File: src/design/mac_duplicate_frame_filter_macros.svh
// assertion helpers, sampled on clk and quiet while arst_n is low
`ifndef MAC_DUPLICATE_FRAME_FILTER_MACROS_SVH
`define MAC_DUPLICATE_FRAME_FILTER_MACROS_SVH

// same-cycle implication
`define MDFF_ASSERT_NOW(lbl, ante, cons) \
	lbl: assert property (@(posedge clk) disable iff (!arst_n) (ante) |-> (cons)) \
		else $error("mdff assertion failed");

// next-cycle implication
`define MDFF_ASSERT_NEXT(lbl, ante, cons) \
	lbl: assert property (@(posedge clk) disable iff (!arst_n) (ante) |=> (cons)) \
		else $error("mdff assertion failed");

`endif

File: src/design/mdff_pkg.sv
package mdff_pkg;

	localparam int HIST_DEPTH = 16;
	localparam int ADDR_BITS  = 64;
	localparam int TIME_BITS  = 32;
	localparam int SEQ_W      = 8;
	localparam int IDX_W      = (HIST_DEPTH > 1) ? $clog2(HIST_DEPTH) : 1;
	localparam int AGE_W      = (TIME_BITS > 32) ? TIME_BITS : 32;

	// fixed port widths
	localparam int IN_ADDR_W   = 64;
	localparam int IN_TIME_W   = 32;
	localparam int MAX_AGE_W   = 32;
	localparam int IN_TDATA_W  = 104;
	localparam int OUT_TDATA_W = 8;

	localparam logic [MAX_AGE_W-1:0] MAX_AGE_RST = 32'd2560;

	typedef enum logic {
		REQ_CHECK    = 1'b0,
		REQ_REGISTER = 1'b1
	} req_kind_t;

	typedef struct packed {
		logic [ADDR_BITS-1:0] sender;
		logic [SEQ_W-1:0]     seq;
		logic [TIME_BITS-1:0] stamp;
	} ent_t;

	typedef struct packed {
		req_kind_t kind;
		ent_t      ent;
	} req_t;

	typedef struct packed {
		logic busy;
		logic done;
		logic dup;
	} eng_stat_t;

endpackage

File: src/design/mdff_ram.sv
module mdff_ram #(
	parameter int WIDTH = 8,
	parameter int DEPTH = 16,
	localparam int AW = (DEPTH > 1) ? $clog2(DEPTH) : 1
) (
	input  logic             clk,
	input  logic             we,
	input  logic [AW-1:0]    waddr,
	input  logic [WIDTH-1:0] wdata,
	input  logic             re,
	input  logic [AW-1:0]    raddr,
	output logic [WIDTH-1:0] rdata
);

	logic [WIDTH-1:0] mem [DEPTH];

	always_ff @(posedge clk) begin
		if (we) begin
			mem[waddr] <= wdata;
		end
		if (re) begin
			rdata <= mem[raddr];
		end
	end

endmodule

File: src/design/mdff_engine.sv
`include "mac_duplicate_frame_filter_macros.svh"

module mdff_engine (
	input  logic                             clk,
	input  logic                             arst_n,
	input  logic                             start,
	input  mdff_pkg::req_t                   req,
	input  logic [mdff_pkg::MAX_AGE_W-1:0]   max_age,
	input  logic                             out_free,
	output mdff_pkg::eng_stat_t              stat
);

	typedef enum logic [2:0] {
		ST_IDLE,
		ST_SCAN,
		ST_SHIFT,
		ST_HEAD,
		ST_DONE
	} state_t;

	localparam logic [mdff_pkg::IDX_W-1:0] LAST_IDX =
		mdff_pkg::IDX_W'(mdff_pkg::HIST_DEPTH - 1);

	state_t                          state_q;
	mdff_pkg::req_t                  req_q;
	logic [mdff_pkg::IDX_W-1:0]      idx_q;
	logic                            issue_q;
	logic                            dup_q;
	logic [mdff_pkg::HIST_DEPTH-1:0] valid_q;

	logic                            rd_vld_s1;
	logic                            rd_shift_s1;
	logic [mdff_pkg::IDX_W-1:0]      rd_idx_s1;
	logic                            ent_vld_s1;

	logic                            rd_en;
	logic                            wr_en;
	logic [mdff_pkg::IDX_W-1:0]      wr_addr;
	mdff_pkg::ent_t                  wr_data;
	logic [$bits(mdff_pkg::ent_t)-1:0] rd_data;
	mdff_pkg::ent_t                  ent;
	logic                            hit;
	logic [mdff_pkg::TIME_BITS-1:0]  age;
	logic                            fresh;
	logic                            scan_look;
	logic                            scan_last;
	logic                            shift_wr;
	logic [mdff_pkg::IDX_W-1:0]      hit_idx;

	// one request per cycle while scanning or moving entries back
	assign rd_en = issue_q && (state_q == ST_SCAN || state_q == ST_SHIFT);

	// entries never written read as the cleared value
	assign ent = ent_vld_s1 ? mdff_pkg::ent_t'(rd_data) : '0;

	assign hit       = (ent.sender == req_q.ent.sender);
	assign age       = req_q.ent.stamp - ent.stamp;
	assign fresh     = (max_age == '0) ||
		(mdff_pkg::AGE_W'(age) <= mdff_pkg::AGE_W'(max_age));
	assign scan_look = (state_q == ST_SCAN) && rd_vld_s1 && !rd_shift_s1;
	assign scan_last = (rd_idx_s1 == LAST_IDX);
	assign shift_wr  = (state_q == ST_SHIFT) && rd_vld_s1 && rd_shift_s1;
	assign hit_idx   = hit ? rd_idx_s1 : LAST_IDX;

	assign wr_en   = shift_wr || (state_q == ST_HEAD);
	assign wr_addr = (state_q == ST_HEAD) ? '0 : rd_idx_s1 + mdff_pkg::IDX_W'(1);
	assign wr_data = (state_q == ST_HEAD) ? req_q.ent : ent;

	mdff_ram #(
		.WIDTH ($bits(mdff_pkg::ent_t)),
		.DEPTH (mdff_pkg::HIST_DEPTH)
	) u_hist (
		.clk   (clk),
		.we    (wr_en),
		.waddr (wr_addr),
		.wdata (wr_data),
		.re    (rd_en),
		.raddr (idx_q),
		.rdata (rd_data)
	);

	always_ff @(posedge clk or negedge arst_n) begin
		if (!arst_n) begin
			rd_vld_s1   <= 1'b0;
			rd_shift_s1 <= 1'b0;
			rd_idx_s1   <= '0;
			ent_vld_s1  <= 1'b0;
			valid_q     <= '0;
		end else begin
			rd_vld_s1   <= rd_en;
			rd_shift_s1 <= (state_q == ST_SHIFT);
			rd_idx_s1   <= idx_q;
			ent_vld_s1  <= valid_q[idx_q];
			if (wr_en) begin
				valid_q[wr_addr] <= 1'b1;
			end
		end
	end

	always_ff @(posedge clk or negedge arst_n) begin
		if (!arst_n) begin
			state_q <= ST_IDLE;
			req_q   <= '0;
			idx_q   <= '0;
			issue_q <= 1'b0;
			dup_q   <= 1'b0;
		end else begin
			case (state_q)
				ST_IDLE: begin
					if (start) begin
						req_q   <= req;
						idx_q   <= '0;
						issue_q <= 1'b1;
						state_q <= ST_SCAN;
					end
				end
				ST_SCAN: begin
					if (issue_q) begin
						if (idx_q == LAST_IDX) begin
							issue_q <= 1'b0;
						end else begin
							idx_q <= idx_q + mdff_pkg::IDX_W'(1);
						end
					end
					// first matching sender ends the scan
					if (scan_look && (hit || scan_last)) begin
						if (req_q.kind == mdff_pkg::REQ_CHECK) begin
							dup_q   <= hit && (ent.seq == req_q.ent.seq) && fresh;
							issue_q <= 1'b0;
							state_q <= ST_DONE;
						end else if (hit_idx == '0) begin
							issue_q <= 1'b0;
							state_q <= ST_HEAD;
						end else begin
							idx_q   <= hit_idx - mdff_pkg::IDX_W'(1);
							issue_q <= 1'b1;
							state_q <= ST_SHIFT;
						end
					end
				end
				ST_SHIFT: begin
					if (issue_q) begin
						if (idx_q == '0) begin
							issue_q <= 1'b0;
						end else begin
							idx_q <= idx_q - mdff_pkg::IDX_W'(1);
						end
					end
					if (shift_wr && rd_idx_s1 == '0) begin
						state_q <= ST_HEAD;
					end
				end
				ST_HEAD: begin
					dup_q   <= 1'b0;
					state_q <= ST_DONE;
				end
				ST_DONE: begin
					if (out_free) begin
						state_q <= ST_IDLE;
					end
				end
				default: begin
					state_q <= ST_IDLE;
				end
			endcase
		end
	end

	assign stat.busy = (state_q != ST_IDLE);
	assign stat.done = (state_q == ST_DONE) && out_free;
	assign stat.dup  = dup_q;

	`MDFF_ASSERT_NOW(a_no_rw_clash, rd_en && wr_en, idx_q != wr_addr)
	`MDFF_ASSERT_NOW(a_shift_not_head, shift_wr, wr_addr != '0)
	`MDFF_ASSERT_NOW(a_register_no_dup, stat.done && req_q.kind == mdff_pkg::REQ_REGISTER,
		!stat.dup)
	`MDFF_ASSERT_NEXT(a_head_valid, state_q == ST_HEAD, valid_q[0])

endmodule

File: src/design/mac_duplicate_frame_filter.sv
// check request: the result follows the one-entry-per-cycle scan of the
// history memory (first matching sender)
// register request: the scan, then one entry moved back per cycle
// through the memory's read and write ports
// one request in flight; the next is taken the cycle after the result registers
// arst_n clears the history to zeros (per-entry valid bits) and max_age to 2560
module mac_duplicate_frame_filter (
	input  logic                                clk,
	input  logic                                arst_n,
	input  logic                                s_tvalid,
	output logic                                s_tready,
	// sender_addr, seq_num, now_ticks
	input  logic [mdff_pkg::IN_TDATA_W-1:0]     s_tdata,
	// req_type
	input  logic                                s_tuser,
	output logic                                m_tvalid,
	input  logic                                m_tready,
	// is_duplicate, zero fill
	output logic [mdff_pkg::OUT_TDATA_W-1:0]    m_tdata,
	input  logic                                cfg_valid,
	output logic                                cfg_ready,
	input  logic [mdff_pkg::MAX_AGE_W-1:0]      cfg_data
);

	logic [mdff_pkg::MAX_AGE_W-1:0] max_age_q;
	logic                           m_tvalid_q;
	logic                           out_dup_q;
	logic                           out_free;
	logic                           start;
	mdff_pkg::req_t                 req;
	mdff_pkg::eng_stat_t            stat;

	logic [mdff_pkg::IN_ADDR_W-1:0] in_addr;
	logic [mdff_pkg::SEQ_W-1:0]     in_seq;
	logic [mdff_pkg::IN_TIME_W-1:0] in_now;

	assign in_addr = s_tdata[mdff_pkg::IN_ADDR_W-1:0];
	assign in_seq  = s_tdata[mdff_pkg::IN_ADDR_W +: mdff_pkg::SEQ_W];
	assign in_now  = s_tdata[mdff_pkg::IN_ADDR_W + mdff_pkg::SEQ_W +: mdff_pkg::IN_TIME_W];

	assign req.kind       = mdff_pkg::req_kind_t'(s_tuser);
	assign req.ent.sender = mdff_pkg::ADDR_BITS'(in_addr);
	assign req.ent.seq    = in_seq;
	assign req.ent.stamp  = mdff_pkg::TIME_BITS'(in_now);

	assign s_tready  = !stat.busy;
	assign start     = s_tvalid && s_tready;
	assign cfg_ready = 1'b1;
	assign out_free  = !m_tvalid_q || m_tready;

	mdff_engine u_engine (
		.clk      (clk),
		.arst_n   (arst_n),
		.start    (start),
		.req      (req),
		.max_age  (max_age_q),
		.out_free (out_free),
		.stat     (stat)
	);

	always_ff @(posedge clk or negedge arst_n) begin
		if (!arst_n) begin
			max_age_q  <= mdff_pkg::MAX_AGE_RST;
			m_tvalid_q <= 1'b0;
		end else begin
			if (cfg_valid && cfg_ready) begin
				max_age_q <= cfg_data;
			end
			if (stat.done) begin
				m_tvalid_q <= 1'b1;
			end else if (m_tready) begin
				m_tvalid_q <= 1'b0;
			end
		end
	end

	always_ff @(posedge clk) begin
		if (stat.done) begin
			out_dup_q <= stat.dup;
		end
	end

	assign m_tvalid = m_tvalid_q;
	assign m_tdata  = {{(mdff_pkg::OUT_TDATA_W - 1){1'b0}}, out_dup_q};

endmodule
File: config.mk
export PLATFORM = sky130hd
export DESIGN_NAME = mac_duplicate_frame_filter
export DESIGN_NICKNAME = d
export VERILOG_FILES = /design/src/design/mdff_pkg.sv /design/src/design/mdff_ram.sv /design/src/design/mdff_engine.sv /design/src/design/mac_duplicate_frame_filter.sv
export VERILOG_INCLUDE_DIRS = /design/src /design/src/design
export SDC_FILE = /design/constraint.sdc
export NUM_CORES = 2
export LEC_CHECK = 0
export BUFFER_PORTS_ARGS = -buffer_cell sky130_fd_sc_hd__buf_2
export CORE_MARGIN = 5
export CORE_UTILIZATION = 40
export DETAILED_ROUTE_END_ITERATION = 8
export GPL_TIMING_DRIVEN = 0
export PLACE_DENSITY_LB_ADDON = 0.3
export SKIP_LAST_GASP = 1
export SLEW_MARGIN = 20
export SYNTH_ARGS = -nofsm -noshare
export SYNTH_HDL_FRONTEND = slang
export SYNTH_SLANG_ARGS = --single-unit
File: constraint.sdc
create_clock -name clk -period 5.7 [get_ports clk]
set_input_delay 1.14 -clock clk [delete_from_list [all_inputs] [get_ports clk]]
set_output_delay 1.14 -clock clk [all_outputs]
set_load 0.01 [all_outputs]
After elaboration in Yosys (flattened, before gate mapping)
Memory sizes are Yosys's and may differ from the RTL's. A register that Yosys moved wholly into a read port is not among the register bits. Cells that the tools add are included. Widths: inputs -> output; s select.

Add/sub/neg operators: 5. Multiplexer cells: 40. Reduce and logical (&&, ||, !) cells: 34. Magnitude comparators: 4. Eq/ne operators: 15. Bitwise logic cells: 1.

Operators by type and width (count): $mux 104 (2); $eq 64x64->1 (1); $mux 4 (10); $le 32x32->1 (1); $logic_not 32->1 (1); $sub 32x32->32 (1); $mux 1 (17); $or 16x16->16 (1); $mux 3 (5); $pmux 3 s5 (1); $logic_and 1x1->1 (12); $logic_not 4->1 (3); $pmux 4 s3 (1); $lt 4x5->1 const B (2); $ne 2x2->1 const B (5); $add 4x1->4 const B (2); $eq 4x4->1 const B (2); $eq 8x8->1 (1); $reduce_and 4->1 (2); $sub 4x1->4 const B (2); $eq 3x2->1 const B (2); $reduce_bool 3->1 (2); $logic_or 1x1->1 (5); $bmux 1 s4 (1); 12 further kinds (17).

Bits in writable memories: 1664. Register bits after elaboration: 171. Word-level logic and storage cells: 116. Bits of input ports: 142. Output and inout bits: 11. Memories kept: 1.

Memories: u_engine.u_hist.mem (words 16, bits a word 104, read ports 1, clocked after Yosys merged registers in 1, wr ports 1, line mdff_ram.sv:15) `logic [WIDTH-1:0] mem [DEPTH];`.

Longest topological paths before layout
Word-level depth: 8. Gate-level depth with buffers: 23. Gate-level depth less buffers: 19.

Cells and area by module
From an unflattened synthesis, not the netlist that was laid out.

Cells, all modules: 4115. Area, all modules: 77968.5 um^2.

By module, submodules not included: mdff_ram (area an instance 65306.4 um^2, sequential area each 53090.9 um^2, cells an instance 2662, instances 1); mdff_engine (area an instance 11162.0 um^2, sequential area each 3428.3 um^2, cells an instance 1368, instances 1); mac_duplicate_frame_filter (area an instance 1500.2 um^2, sequential area each 858.3 um^2, cells an instance 85, instances 1).

Least setup slack after synthesis
No wires, ideal clock.

Path type: reg2reg. Start: reg u_engine.state_q[1]. End: reg u_engine.valid_q[4] in the netlist's numbering. Path buffers: 1. Cell stages (with the launch flop): 9. Data required time: 5608 ps. Slack: -566 ps. Period minus slack after synthesis: 6266 ps. Library setup time: 92 ps. Arrival time: 6174 ps. Cell sequence: dfrtp_1 > clkbuf_1 > nand2_1 > inv_1 > and3_1 > nor2b_1 > a21oi_1 > nor2_1 > or2_2.

Word-level cells in the longest chain between the ends: 7. Elaborated cells on any way between the ends: 12. Classes of those cells: 2 x order compare; 2 x eq/ne; 3 x mux; 1 x bitwise; 4 x reduce/logical.

Ends and longest elaborated chain: start: declaration (line mdff_engine.sv:24) `state_t state_q;`; start signal: assignment (line mdff_engine.sv:102) `state_q <= ST_IDLE;`; start signal: assignment (line mdff_engine.sv:114) `state_q <= ST_SCAN;`; start signal: assignment (line mdff_engine.sv:130) `state_q <= ST_DONE;`; $eq 3x2->1 (line mdff_engine.sv:65, mdff_engine.sv:66); $mux 4 (line mdff_engine.sv:66) `assign wr_addr = (state_q == ST_HEAD) ? '0 : rd_idx_s1 + mdff_pkg::IDX_W'(1);`; $lt 4x5->1 (implied by the code) / $ge 4x1->1 (equally long branches) (line mdff_engine.sv:95) `valid_q[wr_addr] <= 1'b1;`; $logic_and 1x1->1 (implied by the code) (line mdff_engine.sv:95); $mux 1 (implied by the code) (line mdff_engine.sv:95); $demux 1 s4; $or 16x16->16 (no source line); end signal: assignment (line mdff_engine.sv:88) `valid_q <= '0;`; end signal: indexed assignment (line mdff_engine.sv:95); end: declaration (line mdff_engine.sv:29) `logic [mdff_pkg::HIST_DEPTH-1:0] valid_q;`.

Parallel ways exist; a longest one is shown, timed or not. A chain may end at the register's enable or synchronous reset.

Worst setup path after layout
Start: reg u_engine.ent_vld_s1. End: reg u_engine.dup_q.

Word-level cells in the longest chain between the ends: 8. Elaborated cells on any way between the ends: 15. Classes of those cells: 1 x add/sub; 1 x order compare; 3 x eq/ne; 4 x mux; 6 x reduce/logical.

Ends and longest elaborated chain: start: declaration (line mdff_engine.sv:34) `logic ent_vld_s1;`; start signal: assignment (line mdff_engine.sv:93) `ent_vld_s1 <= valid_q[idx_q];`; $mux 104 (*) (line mdff_engine.sv:54) `assign ent = ent_vld_s1 ? mdff_pkg::ent_t'(rd_data) : '0;`; $sub 32x32->32 (line mdff_engine.sv:57) `assign age = req_q.ent.stamp - ent.stamp;`; $le 32x32->1 (line mdff_engine.sv:59) `(mdff_pkg::AGE_W'(age) <= mdff_pkg::AGE_W'(max_age));`; $logic_or 1x1->1 (line mdff_engine.sv:58) `assign fresh = (max_age == '0) ||`; $logic_and 1x1->1 (line mdff_engine.sv:128) `dup_q <= hit && (ent.seq == req_q.ent.seq) && fresh;`; $mux 1 (line mdff_engine.sv:127) `if (req_q.kind == mdff_pkg::REQ_CHECK) begin`; $mux 1 (line mdff_engine.sv:126) `if (scan_look && (hit || scan_last)) begin`; $pmux 1 s2 (line mdff_engine.sv:108) `case (state_q)`; end signal: assignment (line mdff_engine.sv:128); end: declaration (line mdff_engine.sv:28) `logic dup_q;`.

Every way passes the cells marked *; elsewhere a longest branch is shown, timed or not. The select of a mux whose other input is x is not followed.

==> impl_metrics.json <==
{
  "row_count": 162,
  "dp.final_hpwl_mm": 159,
  "cts_max_path_buffers": 3,
  "gp_congestion": 0.865,
  "syn2layout_area_growth_pct": 17.1,
  "htree_num_levels": 4,
  "start_util": 0.402,
  "netlist_instances": 4543,
  "slew_viol_final": 0,
  "ant_nets": 0,
  "synth-seq-cells": 1939,
  "multi_input_area_mm2": 0.0201,
  "path_class": "flip-flop to flip-flop",
  "finalCriticalPeriod_ps": 5490,
  "placed_cell_area_mm2": 0.0856,
  "grt_pass1_wl_mm": 327,
  "antenna_found_initial": 14,
  "synth_most_common_cell": "edfxtp_1",
  "synth.avg_cell_area_um2": 17.3,
  "cp.required_ps": 6410,
  "firstDrtPassIters": 6,
  "cts-hold-fix-buffers": 0,
  "grt_pass1_vias": 44804,
  "avgViaCountPerCell": 5.83,
  "wl_per_cell_um": 29.5,
  "nets": 5242,
  "peakVddDrop_uv": 342,
  "clk_pin_slew_ps": 60,
  "die_w_um": 453,
  "fmax_mhz": 182,
  "yosysSeqAreaShare": 0.731,
  "r2r-start": "u_engine.ent_vld_s1",
  "skew_ps": 32.2,
  "die-area_mm2": 0.205,
  "timing.critical_path.fanout_max": 10,
  "yosys-top-cells-area": "edfxtp_1, mux4_2, mux2i_1",
  "netlist_top_cells_count": "edfxtp_1, mux2i_1, nand2_1, o21ai_0",
  "crit_arrival_ps": 6200,
  "numCtsBuffers": 191,
  "cp-end-kind": "flip-flop",
  "rrSetupSlack_ps": 210,
  "num-fill-cells": 16389,
  "min_path_type": "input pin to async pin",
  "reg2reg_depth": 21,
  "yosysTopAreaCell": "edfxtp_1",
  "async_flop_share": 0.0877,
  "gr-total-overflow": 0,
  "r2r_end": "u_engine.dup_q",
  "cts_tree": "done",
  "p_leak_uw": 0.0315,
  "yosys_most_used_dff": "edfxtp_1",
  "seq_area_mm2": 0.0574,
  "setup_viol": 0,
  "tns_ps": 0,
  "io_pins": 153,
  "io_buffer_count": 143,
  "gr-usage-all-layers": 0.221,
  "synth_edf_count": 1769,
  "drt-initial-drc-count": 5831,
  "startpoint_type": "flip-flop",
  "grt_max_degree": 64,
  "yosys.area.top_type_share": 0.677,
  "root_buffer": "clkbuf_16",
  "die_height_um": 453,
  "worst_pin_slew_ps": 1200,
  "synth_area_mm2": 0.0785,
  "drc": 0,
  "slew_headroom": 0.201,
  "core_area_mm2": 0.195,
  "cts.sinks": 1939,
  "drive_gt1_frac": 0.194,
  "route.vias.total": 45622,
  "insertion_delay_ps": 840,
  "hold_viol_final": 0,
  "period_share": 0.964,
  "final_cell_area_mm2": 0.0919,
  "ys_types": 72,
  "yosysWarnings": 0,
  "drv_cap": 0,
  "routed_wirelength_mm": 231,
  "pwr_density_cell_mw_per_mm2": 526,
  "run_status": "finished, final reports clean"
}
==> metal layers <==
layer / part of all wire / routed length (um) / global-route usage / up-vias
met3: 0.090 / 20800 / 0.0505 / 460
met4: 0.048 / 11000 / 0.0955 / 0
met2: 0.46 / 107000 / 0.346 / 2294
met5: 0 / 0 / 0 / -
li1: - / - / - / 19327
met1: 0.40 / 92200 / 0.298 / 23541
==> flip-flops by register name (all words and copies together) (netlist names), 3 cells and up <==
| signal | flops |
|---|---|
| u_engine.state_q | 3 |
| u_engine.valid_q | 16 |
| max_age_q | 32 |
| u_engine.req_q | 105 |
| u_engine.rd_idx_s1 | 4 |
| u_engine.u_hist.rdata | 104 |
| u_engine.idx_q | 4 |
| u_engine.u_hist.mem | 1664 |
==> kinds of logic after synthesis <==
logic type      synth area share
simple gates              0.0406
flops                      0.731
fa+ha+maj                 0.0111
other cells            0.0000957
compound gates            0.0656
xor+xnor                 0.00681
mux                        0.129
buf+inv                   0.0158
==> worst max-delay path by stage <==
| stage | endpoint | slack, ps | start |
|---|---|---|---|
| floorplan | u_engine.valid_q[4] | -570 | u_engine.state_q[1] |
| global placement | u_engine.valid_q[6] | -7110 | u_engine.state_q[0] |
| detailed placement | u_engine.dup_q | -1760 | u_engine.ent_vld_s1 |
| CTS | u_engine.dup_q | 10 | u_engine.ent_vld_s1 |
| global route | u_engine.dup_q | -20 | u_engine.ent_vld_s1 |
| finish | u_engine.dup_q | 210 | u_engine.ent_vld_s1 |
==> area by class of cell <==
| type | count | share of cell area |
|---|---|---|
| Multi-Input combinational cell | 2294 | 0.219 |
| Antenna cell | 5 | 0.000136 |
| Clock inverter | 99 | 0.0103 |
| Inverter | 61 | 0.00249 |
| Sequential cell | 1939 | 0.625 |
| Buffer | 253 | 0.0120 |
| Tap cell | 2624 | 0.0357 |
| Timing Repair Buffer | 291 | 0.0403 |
| Clock buffer | 255 | 0.0555 |
==> per-stage QoR <==
step / setup WS [ps] / utilization / cells / hold slack [ps] / total power, uW
after floorplan: -566 / - / 4549 / 352 / 29300
after global placement: -7110 / 0.423 / 7316 / 360 / 35200
after detailed placement: -1760 / 0.439 / 7457 / 359 / 35900
after CTS: 13.3 / 0.471 / 7813 / 172 / 48200
after global routing: -15.9 / 0.471 / 7816 / 218 / 50400
final: 207 / 0.471 / 7821 / 212 / 48300
==> where the power goes <==
group	switching, uW	internal, uW	total [uW]
clock network	5480	6830	12300
logic	10700	5960	16600
registers	1290	18100	19400
==> placed cells by master (no fill, tap or decap), drive strengths merged, types with 46 or more instances in the layout <==
cell type,count
a221oi,212
a22oi,107
buf,364
clkbuf,435
clkinv,70
dfrtp,168
edfxtp,1769
ha,68
inv,73
mux2,97
mux2i,423
mux4,212
nand2,309
nand3,111
nor2,111
nor3,46
o21ai,217
==> worst max-delay path, cell delays in order, from the launching register on <==
cell and delay, ps:
dfrtp_2 470, buf_12 170, clkbuf_16 230, and2_2 250, ha_1 210, fa_1 220
nor2b_1 70, o31a_1 270, o311ai_1 300, o211ai_1 320, a221o_1 430, a31o_2 250
a21oi_1 190, xnor2_1 120, ha_1 330, nand4_1 150, nor3_2 310, o211ai_1 140
a21boi_1 230, a311o_2 260, a211oi_2 100, mux2_1 320
==> what timing repair did <==
action / 4_1_cts / 5_1_grt
buffers inserted: 3 / 4
gates resized for setup: 20 / 12
setup endpoints to repair: 1 / 1
pin swaps: 3 / 7
Power figures use the tool's default switching activity.
